<file path="src/sv/ssm_pkg.sv">
`timescale 1ns / 1ps
`default_nettype none

package ssm_pkg;

  localparam int unsigned LenW      = 6;
  localparam int unsigned RegBytes  = 32;
  localparam int unsigned ByteIdxW  = 5;
  localparam int unsigned NumWords  = 4;
  localparam int unsigned WordW     = 64;
  localparam int unsigned CfgIdxW   = 3;
  localparam int unsigned InTdataW  = 8;
  localparam int unsigned OutTdataW = 40;
  localparam int unsigned OutPosW   = 32;

  typedef enum logic [CfgIdxW-1:0] {
    REG_PATTERN_LENGTH = 3'd0,
    REG_PATTERN_WORD_0 = 3'd1,
    REG_PATTERN_WORD_1 = 3'd2,
    REG_PATTERN_WORD_2 = 3'd3,
    REG_PATTERN_WORD_3 = 3'd4
  } cfg_reg_e;

  typedef struct packed {
    logic shift;
    logic fresh;
  } cell_ctrl_t;

endpackage

`default_nettype wire

</file>
<file path="src/sv/ssm_cell.sv">
`timescale 1ns / 1ps
`default_nettype none

module ssm_cell (
  input  wire                      clk_i,
  input  wire                      rst_ni,
  input  wire ssm_pkg::cell_ctrl_t ctrl_i,
  input  wire  [7:0]               byte_i,
  input  wire  [7:0]               pat_byte_i,
  input  wire                      active_i,
  output logic [7:0]               byte_o,
  output logic                     eq_o
);

  logic [7:0] byte_q, byte_d;

  always_comb begin
    byte_d = byte_q;
    if (ctrl_i.shift) begin
      byte_d = ctrl_i.fresh ? 8'd0 : byte_i;
    end
  end

  always_ff @(posedge clk_i or negedge rst_ni) begin
    if (!rst_ni) begin
      byte_q <= 8'd0;
    end else begin
      byte_q <= byte_d;
    end
  end

  assign byte_o = byte_q;
  assign eq_o   = !active_i || (byte_q == pat_byte_i);

endmodule

`default_nettype wire

</file>
<file path="src/sv/ssm_align.sv">
`timescale 1ns / 1ps
`default_nettype none

module ssm_align #(
  parameter int unsigned PATTERN_MAX = 32
) (
  input  wire                                  clk_i,
  input  wire                                  rst_ni,
  input  wire                                  cfg_we_i,
  input  wire  [ssm_pkg::CfgIdxW-1:0]          cfg_index_i,
  input  wire  [ssm_pkg::WordW-1:0]            cfg_wdata_i,
  output logic [7:0]                           pat_o [PATTERN_MAX],
  output logic [PATTERN_MAX-1:0]               active_o,
  output logic [ssm_pkg::LenW-1:0]             len_o
);

  localparam int unsigned Cap = (PATTERN_MAX < ssm_pkg::RegBytes) ? PATTERN_MAX
                                                                  : ssm_pkg::RegBytes;

  logic [ssm_pkg::LenW-1:0]                      plen_q;
  logic [ssm_pkg::NumWords*ssm_pkg::WordW-1:0]   words_q;
  logic [7:0]                                    pat_q [PATTERN_MAX];
  logic [7:0]                                    pat_d [PATTERN_MAX];
  logic [PATTERN_MAX-1:0]                        active_q, active_d;
  logic [ssm_pkg::LenW-1:0]                      len_q, len_d;
  logic [ssm_pkg::LenW-1:0]                      cap_len, zero_len;
  logic [ssm_pkg::LenW-1:0]                      sel [PATTERN_MAX];

  always_ff @(posedge clk_i or negedge rst_ni) begin
    if (!rst_ni) begin
      plen_q  <= '0;
      words_q <= '0;
    end else if (cfg_we_i) begin
      unique case (cfg_index_i)
        ssm_pkg::REG_PATTERN_LENGTH: plen_q <= cfg_wdata_i[ssm_pkg::LenW-1:0];
        ssm_pkg::REG_PATTERN_WORD_0: words_q[0*ssm_pkg::WordW +: ssm_pkg::WordW] <= cfg_wdata_i;
        ssm_pkg::REG_PATTERN_WORD_1: words_q[1*ssm_pkg::WordW +: ssm_pkg::WordW] <= cfg_wdata_i;
        ssm_pkg::REG_PATTERN_WORD_2: words_q[2*ssm_pkg::WordW +: ssm_pkg::WordW] <= cfg_wdata_i;
        ssm_pkg::REG_PATTERN_WORD_3: words_q[3*ssm_pkg::WordW +: ssm_pkg::WordW] <= cfg_wdata_i;
        default: ;
      endcase
    end
  end

  // effective length: capacity limit, then the first zero byte
  always_comb begin
    cap_len  = (plen_q > ssm_pkg::LenW'(Cap)) ? ssm_pkg::LenW'(Cap) : plen_q;
    zero_len = ssm_pkg::LenW'(ssm_pkg::RegBytes);
    for (int i = ssm_pkg::RegBytes - 1; i >= 0; i--) begin
      if (words_q[i*8 +: 8] == 8'd0) begin
        zero_len = ssm_pkg::LenW'(i);
      end
    end
    len_d = (zero_len < cap_len) ? zero_len : cap_len;
  end

  // cell k faces pattern byte len-1-k
  always_comb begin
    for (int k = 0; k < PATTERN_MAX; k++) begin
      sel[k]      = len_d - ssm_pkg::LenW'(1) - ssm_pkg::LenW'(k);
      active_d[k] = (k < Cap) && (ssm_pkg::LenW'(k) < len_d);
      pat_d[k]    = active_d[k] ? words_q[sel[k][ssm_pkg::ByteIdxW-1:0]*8 +: 8] : 8'd0;
    end
  end

  always_ff @(posedge clk_i or negedge rst_ni) begin
    if (!rst_ni) begin
      active_q <= '0;
      len_q    <= '0;
    end else begin
      active_q <= active_d;
      len_q    <= len_d;
    end
  end

  always_ff @(posedge clk_i) begin
    pat_q <= pat_d;
  end

  assign pat_o    = pat_q;
  assign active_o = active_q;
  assign len_o    = len_q;

endmodule

`default_nettype wire

</file>
<file path="src/sv/streaming_substring_matcher_unit.sv">
// streaming_substring_matcher_unit
// finds the first occurrence of a loaded pattern (up to 32 bytes) in a byte stream
// configuration: cfg_we_i/cfg_index_i/cfg_wdata_i, index 0 pattern length,
//   indexes 1 to 4 pattern words 0 to 3; write only while the stream is idle
// input: s_axis_*, one text byte per beat in tdata, tlast marks the last byte
// output: m_axis_*, one beat per input beat, tdata holds found and the start
//   position of the first match, tlast copies the input tlast
// latency: a byte taken at edge n gives its result beat after edge n+1
// throughput: one byte per cycle, set by the compare across the row of window
//   cells and the sticky match stage that follows it
// text state (window, byte count, match flag) clears after the tlast beat
// reset clears the pattern registers, the window and all text state
// when m_axis_tready_i is low the output register holds its beat, the compare
//   stage holds the next one, and s_axis_tready_o drops once both are full
`timescale 1ns / 1ps
`default_nettype none

module streaming_substring_matcher_unit #(
  parameter int unsigned PATTERN_MAX    = 32,
  parameter int unsigned POSITION_WIDTH = 32
) (
  input  wire                               clk_i,
  input  wire                               rst_ni,
  input  wire                               cfg_we_i,
  input  wire  [ssm_pkg::CfgIdxW-1:0]       cfg_index_i,
  input  wire  [ssm_pkg::WordW-1:0]         cfg_wdata_i,
  input  wire                               s_axis_tvalid_i,
  output logic                              s_axis_tready_o,
  input  wire  [ssm_pkg::InTdataW-1:0]      s_axis_tdata_i,   // text_byte
  input  wire                               s_axis_tlast_i,
  output logic                              m_axis_tvalid_o,
  input  wire                               m_axis_tready_i,
  output logic [ssm_pkg::OutTdataW-1:0]     m_axis_tdata_o,   // found, match_position, zeros
  output logic                              m_axis_tlast_o
);

  localparam logic [POSITION_WIDTH-1:0] CountMax = {POSITION_WIDTH{1'b1}};

  logic [7:0]                  pat [PATTERN_MAX];
  logic [7:0]                  win [PATTERN_MAX];
  logic [PATTERN_MAX-1:0]      active;
  logic [PATTERN_MAX-1:0]      eq;
  logic [ssm_pkg::LenW-1:0]    len;
  ssm_pkg::cell_ctrl_t         ctrl;
  ssm_pkg::cell_ctrl_t         ctrl_head;

  logic                        in_beat, out_ready, advance, hit;
  logic                        fresh_q, fresh_d;
  logic [POSITION_WIDTH-1:0]   count_q, count_d;
  logic                        s1_valid_q, s1_valid_d, s1_last_q, s1_first_q;
  logic                        seen_q, seen_prev, seen_new;
  logic [POSITION_WIDTH-1:0]   idx_q, idx_prev, idx_new, pos;
  logic                        out_valid_q, out_valid_d;
  logic                        out_found_q, out_last_q;
  logic [ssm_pkg::OutPosW-1:0] out_pos_q;

  ssm_align #(
    .PATTERN_MAX (PATTERN_MAX)
  ) u_align (
    .clk_i       (clk_i),
    .rst_ni      (rst_ni),
    .cfg_we_i    (cfg_we_i),
    .cfg_index_i (cfg_index_i),
    .cfg_wdata_i (cfg_wdata_i),
    .pat_o       (pat),
    .active_o    (active),
    .len_o       (len)
  );

  assign out_ready       = !out_valid_q || m_axis_tready_i;
  assign s_axis_tready_o = !s1_valid_q || out_ready;
  assign in_beat         = s_axis_tvalid_i && s_axis_tready_o;
  assign advance         = s1_valid_q && out_ready;

  assign ctrl.shift      = in_beat;
  assign ctrl.fresh      = fresh_q;
  assign ctrl_head.shift = in_beat;
  assign ctrl_head.fresh = 1'b0;

  for (genvar k = 0; k < PATTERN_MAX; k++) begin : g_cell
    if (k == 0) begin : g_head
      ssm_cell u_cell (
        .clk_i      (clk_i),
        .rst_ni     (rst_ni),
        .ctrl_i     (ctrl_head),
        .byte_i     (s_axis_tdata_i[7:0]),
        .pat_byte_i (pat[k]),
        .active_i   (active[k]),
        .byte_o     (win[k]),
        .eq_o       (eq[k])
      );
    end else begin : g_body
      ssm_cell u_cell (
        .clk_i      (clk_i),
        .rst_ni     (rst_ni),
        .ctrl_i     (ctrl),
        .byte_i     (win[k-1]),
        .pat_byte_i (pat[k]),
        .active_i   (active[k]),
        .byte_o     (win[k]),
        .eq_o       (eq[k])
      );
    end
  end

  always_comb begin
    count_d    = count_q;
    fresh_d    = fresh_q;
    s1_valid_d = s1_valid_q;
    if (advance) begin
      s1_valid_d = 1'b0;
    end
    if (in_beat) begin
      fresh_d    = s_axis_tlast_i;
      s1_valid_d = 1'b1;
      if (fresh_q) begin
        count_d = POSITION_WIDTH'(1);
      end else if (count_q != CountMax) begin
        count_d = count_q + POSITION_WIDTH'(1);
      end
    end
  end

  // sticky first match
  always_comb begin
    hit       = &eq;
    pos       = (len == '0) ? '0 : count_q - POSITION_WIDTH'(len);
    seen_prev = s1_first_q ? 1'b0 : seen_q;
    idx_prev  = s1_first_q ? '0 : idx_q;
    seen_new  = seen_prev || hit;
    idx_new   = seen_prev ? idx_prev : (hit ? pos : '0);
  end

  always_comb begin
    out_valid_d = out_valid_q;
    if (m_axis_tready_i) begin
      out_valid_d = 1'b0;
    end
    if (advance) begin
      out_valid_d = 1'b1;
    end
  end

  always_ff @(posedge clk_i or negedge rst_ni) begin
    if (!rst_ni) begin
      fresh_q     <= 1'b1;
      count_q     <= '0;
      s1_valid_q  <= 1'b0;
      seen_q      <= 1'b0;
      idx_q       <= '0;
      out_valid_q <= 1'b0;
    end else begin
      fresh_q     <= fresh_d;
      count_q     <= count_d;
      s1_valid_q  <= s1_valid_d;
      out_valid_q <= out_valid_d;
      if (advance) begin
        seen_q <= seen_new;
        idx_q  <= idx_new;
      end
    end
  end

  always_ff @(posedge clk_i) begin
    if (in_beat) begin
      s1_last_q  <= s_axis_tlast_i;
      s1_first_q <= fresh_q;
    end
    if (advance) begin
      out_found_q <= seen_new;
      out_pos_q   <= ssm_pkg::OutPosW'(idx_new);
      out_last_q  <= s1_last_q;
    end
  end

  assign m_axis_tvalid_o = out_valid_q;
  assign m_axis_tlast_o  = out_last_q;
  assign m_axis_tdata_o  = {{(ssm_pkg::OutTdataW - ssm_pkg::OutPosW - 1){1'b0}},
                            out_pos_q, out_found_q};

`ifndef ASSERT_OFF
  a_stall_only_when_full: assert property (@(posedge clk_i) disable iff (!rst_ni)
    !s_axis_tready_o |-> s1_valid_q && out_valid_q && !m_axis_tready_i)
    else $error("input stalled while a stage is free");

  a_hit_needs_bytes: assert property (@(posedge clk_i) disable iff (!rst_ni)
    s1_valid_q && hit && (len != '0) |-> count_q >= POSITION_WIDTH'(len))
    else $error("match reported before enough bytes were seen");

  a_new_text_count: assert property (@(posedge clk_i) disable iff (!rst_ni)
    in_beat && fresh_q |=> count_q == POSITION_WIDTH'(1))
    else $error("byte count not restarted at a new text");

  a_empty_pattern_found: assert property (@(posedge clk_i) disable iff (!rst_ni)
    advance && (len == '0) |=> out_found_q && (out_pos_q == '0 || !$past(s1_first_q)))
    else $error("empty pattern not matched at the first byte");
`endif

endmodule

`default_nettype wire
</file>
<file path="config.mk">
export PLATFORM = sky130hd
export DESIGN_NAME = streaming_substring_matcher_unit
export DESIGN_NICKNAME = d
export VERILOG_FILES = /design/src/sv/ssm_pkg.sv /design/src/sv/ssm_cell.sv /design/src/sv/ssm_align.sv /design/src/sv/streaming_substring_matcher_unit.sv
export SDC_FILE = /design/constraint.sdc
export NUM_CORES = 2
export LEC_CHECK = 0
export BUFFER_PORTS_ARGS = -buffer_cell sky130_fd_sc_hd__buf_2
export CAP_MARGIN = 40
export CORE_MARGIN = 2
export CORE_UTILIZATION = 34
export CTS_CLUSTER_DIAMETER = 200
export DETAILED_ROUTE_END_ITERATION = 10
export PLACE_DENSITY = 0.59
export SYNTH_ARGS = -nofsm -noshare
export SYNTH_HDL_FRONTEND = slang
export SYNTH_SLANG_ARGS = --single-unit
export TNS_END_PERCENT = 1
</file>
<file path="constraint.sdc">
create_clock -name clk_i -period 11.4 [get_ports clk_i]
set_clock_uncertainty 0.2 [all_clocks]
set_input_delay 3.42 -clock clk_i [delete_from_list [all_inputs] [get_ports clk_i]]
set_output_delay 3.42 -clock clk_i [all_outputs]
set_load 0.005 [all_outputs]
</file>
==> summary.txt <==
Yosys
  • Cells after Synth: approximately 5700
  • Number of synthesized flops with an enable pin: 36
  • Prevailing post-synth register cell: dfrtp_1
  • Mean area per synthesized cell: around 9.2 um^2
  • Mapped Area: 52300 um^2
  • Post-synth cell types: 86
  • Asr flop ratio synth: between 60% and 70%
  • Ys Warns: 0
  • Number of synthesized register bits: roughly 920
  • Sequential fraction of the synthesis area: between 40% and 50%

Worst hold path
  • Hold WC Path Type: reg2reg

Clock network
  • Clock sinks: 915
  • CTS tree: built
  • Htree depth: 3
  • Number of buffers on the longest clock path: 3
  • Setup Fix Bufs, Post-CTS: 0
  • Worst-Skew Late Latency: about 0.77 ns
  • Root buf cell: clkbuf_16
  • Hold_buf cts: 0
  • Clk slew on worst S/H paths: ~0.060 ns
  • Post-CTS sizing: 0
  • Total CTS buffers: 101

Floorplan
  • Initial Util: between 30 and 40%
  • Die ar.: between 150000 and 200000 um^2
  • Die span in y: 396 um
  • Rows: around 140
  • Ports: around 120
  • Core Area: about 150000 um^2
  • Die width: between 300 and 400 um

GRT
  • GRT Total Usage: between 20% and 30%
  • Largest net degree at the start of global routing: ~270
  • Initial antenna violation count: 5
  • Number of global-route vias before repair: around 42000
  • First-pass GRT wire length: approximately 330 mm
  • Global route overflow: 0

Drt
  • DRT iter0 DRCs: approximately 6000
  • DRT antenna net count: 0
  • Detailed Route WL: 236 mm
  • Vias per inst: roughly 5.8
  • Drt wl/cell: between 30 and 40 um
  • Routed via count: 45300
  • Number of remaining DRC errors: 0
  • Pre-Repair DR Iteration Count: 6

STA
  • Post-route setup TNS: 0 ns
  • Slew at the pin closest to its max-slew limit: roughly 1.1 ns
  • Period utilisation layout: between 80 and 90%
  • Min Tclk post-route: 9.16 ns
  • RSZ-0062 raised after global routing: false
  • # setup viols final: 0
  • Slew margin rel.: a little over a quarter
  • Hold Fails Final Rpt: 0
  • Slew Viols, Final: 0
  • FMAX: 109 MHz

Setup path
  • Largest delay share family, worst path: simple AND/OR/NAND/NOR gates
  • Crit path buffers/inverters: 5
  • CP arrival: around 9.5 ns
  • Crit Path Category: reg2reg
  • CP Launch Type: flip-flop
  • Crit path cell chain: nor4_1 > nand2_1 > and4_1 > a2111o_1 > o21a_1 > inv_2 > ha_1 > nand4_1 > nor2_1 > nor2_1 > o211ai_1 > o211ai_1 > buf_4 > ha_4 > inv_4 > a21oi_1 > a222oi_1 > o311ai_2 > buf_4 > a2bb2oi_2 > buf_4 > nor2_1 > nor4_1 > o22ai_1
  • CP Max Fanout: between 40 and 50
  • Critical Path RT: ~12 ns
  • CP endpoint kind: flip-flop
  • Reg2Reg Setup Slack: roughly 2.2 ns
  • Max stage delay on crit path: ~0.88 ns
  • Worst path slowest cell: nor4_1

Outcome
  • Status: complete, no violations

Place
  • Port Buffers: ~120
  • GP Congestion: 1.03
  • DPL Wire Length: ~190 mm

Cells and area
  • Area grow syn2layout: 12.8%
  • Final nets: a little under 6000
  • Share of layout cells above drive strength 1: ~17%

Job
  • Max-Cap Viols: 0
[flip-flops by register name, summed over array words and instances (netlist names), 5 cells and up]
name / cells
g_cell.g_head.u_cell.byte_o: 8
u_align.plen_q: 6
u_align.len_o: 5
out_pos_q: 32
idx_q: 32
u_align.active_o: 32
u_align.pat_o: 256
u_align.words_q: 256
count_q: 32
g_cell.g_body.u_cell.byte_o: 248
[cell type report]
type                    instances  area (um^2)
inverters                      78          308
flip-flops and latches        915        21800
fillers                     15200        93400
clock inverters                49          562
multi-input cells            4318        28800
repair buffers                286         2040
clock buffers                 142         2960
diodes                          3         7.51
well taps                    2030         2540
[placed cells by master (no fill, tap or decap), types with 89 or more instances in the layout]
master     Yosys  routed
a21oi_1       95      94
buf_2         84     143
buf_4         18     120
clkbuf_16      0     106
dfrtp_1      622     622
dfxtp_1      256     256
mux2_2       372     372
mux2i_1      572     572
nand2_1     1276    1275
nand3_1      114     113
nand4_1       89      89
nor2_1       345     340
o21ai_0      423     421
xnor2_1      298     295
[through the flow]
step           cell area (um^2)  hold slack, ns  util (%)  std cells  setup slack (ns)
2_1_floorplan             52400           0.200         -       5682              4.18
3_3_place_gp              54800           0.205      35.9       7537              2.41
3_5_place_dp              55500           0.210      36.4       7621              2.51
4_1_cts                   59000           0.224      38.7       7812              2.45
5_1_grt                   59000           0.232      38.7       7818              1.86
6_report                  59100           0.224      38.7       7821              2.24
[worst paths after layout]
| kind | startpoint | end | cells past startpoint |
|---|---|---|---|
| min | s1_last_q$_DFFE_PP_ | m_axis_tlast_o$_DFFE_PP_ | 0 |
| min reg2reg | s1_last_q$_DFFE_PP_ | m_axis_tlast_o$_DFFE_PP_ | 0 |
| max reg2reg | u_align.words_q[113]$_DFFE_PN0P_ | u_align.pat_o[132]$_SDFF_PP0_ | 24 |
| max in group asynchronous | rst_ni | g_cell[18].g_body.u_cell.byte_o[1]$_DFFE_PN0P_ | 3 |
| max | u_align.words_q[113]$_DFFE_PN0P_ | u_align.pat_o[132]$_SDFF_PP0_ | 24 |
| min in group asynchronous | rst_ni | u_align.plen_q[0]$_DFFE_PN0P_ | 1 |
[metal layers]
metal | vias to the layer above | wire length (um) | GRT usage, %
li1 | 19800 | - | -
met1 | 22500 | 99700 | 40.3
met2 | 2459 | 97400 | 42.1
met3 | 517 | 23500 | 7.43
met4 | 4 | 15300 | 15.8
met5 | - | 21 | 0
[Yosys cell counts, drive strengths merged, types with 40 or more instances]
master / number / area share [%]
mux2i: 572 / 11
inv: 76 / 0.54
a21oi: 97 / 0.96
o22ai: 61 / 0.73
nand2: 1277 / 9.2
xor2: 41 / 0.73
o21a: 40 / 0.57
dfrtp: 622 / 30
o21ai: 431 / 4.1
dfxtp: 256 / 9.8
nand3: 115 / 1.1
mux2: 386 / 8.3
nor2: 347 / 2.5
mux4: 54 / 2.3
nor4: 86 / 1.1
clkbuf: 231 / 1.7
buf: 140 / 1.4
xnor2: 305 / 5.2
nand4: 89 / 1.1
[logic make-up (layout without fill, tap and decap cells)]
kind of cell               after synthesis  after routing  synth area share, %
buffers and inverters                  449            555                 3.59
other                                    1             10              0.00716
xor gates and xnor gates               346            346                 5.98
AOI/OAI and AO/OA                      849            849                 9.84
muxes                                 1012           1012                 21.6
and+or+nand+nor                       2087           2087                 17.0
adders and majority gates               17             17                0.421
DFF                                    915            915                 41.6
Power is not shown: default switching activity piles up to over one toggle a cycle in this logic, so the estimate is an artifact.
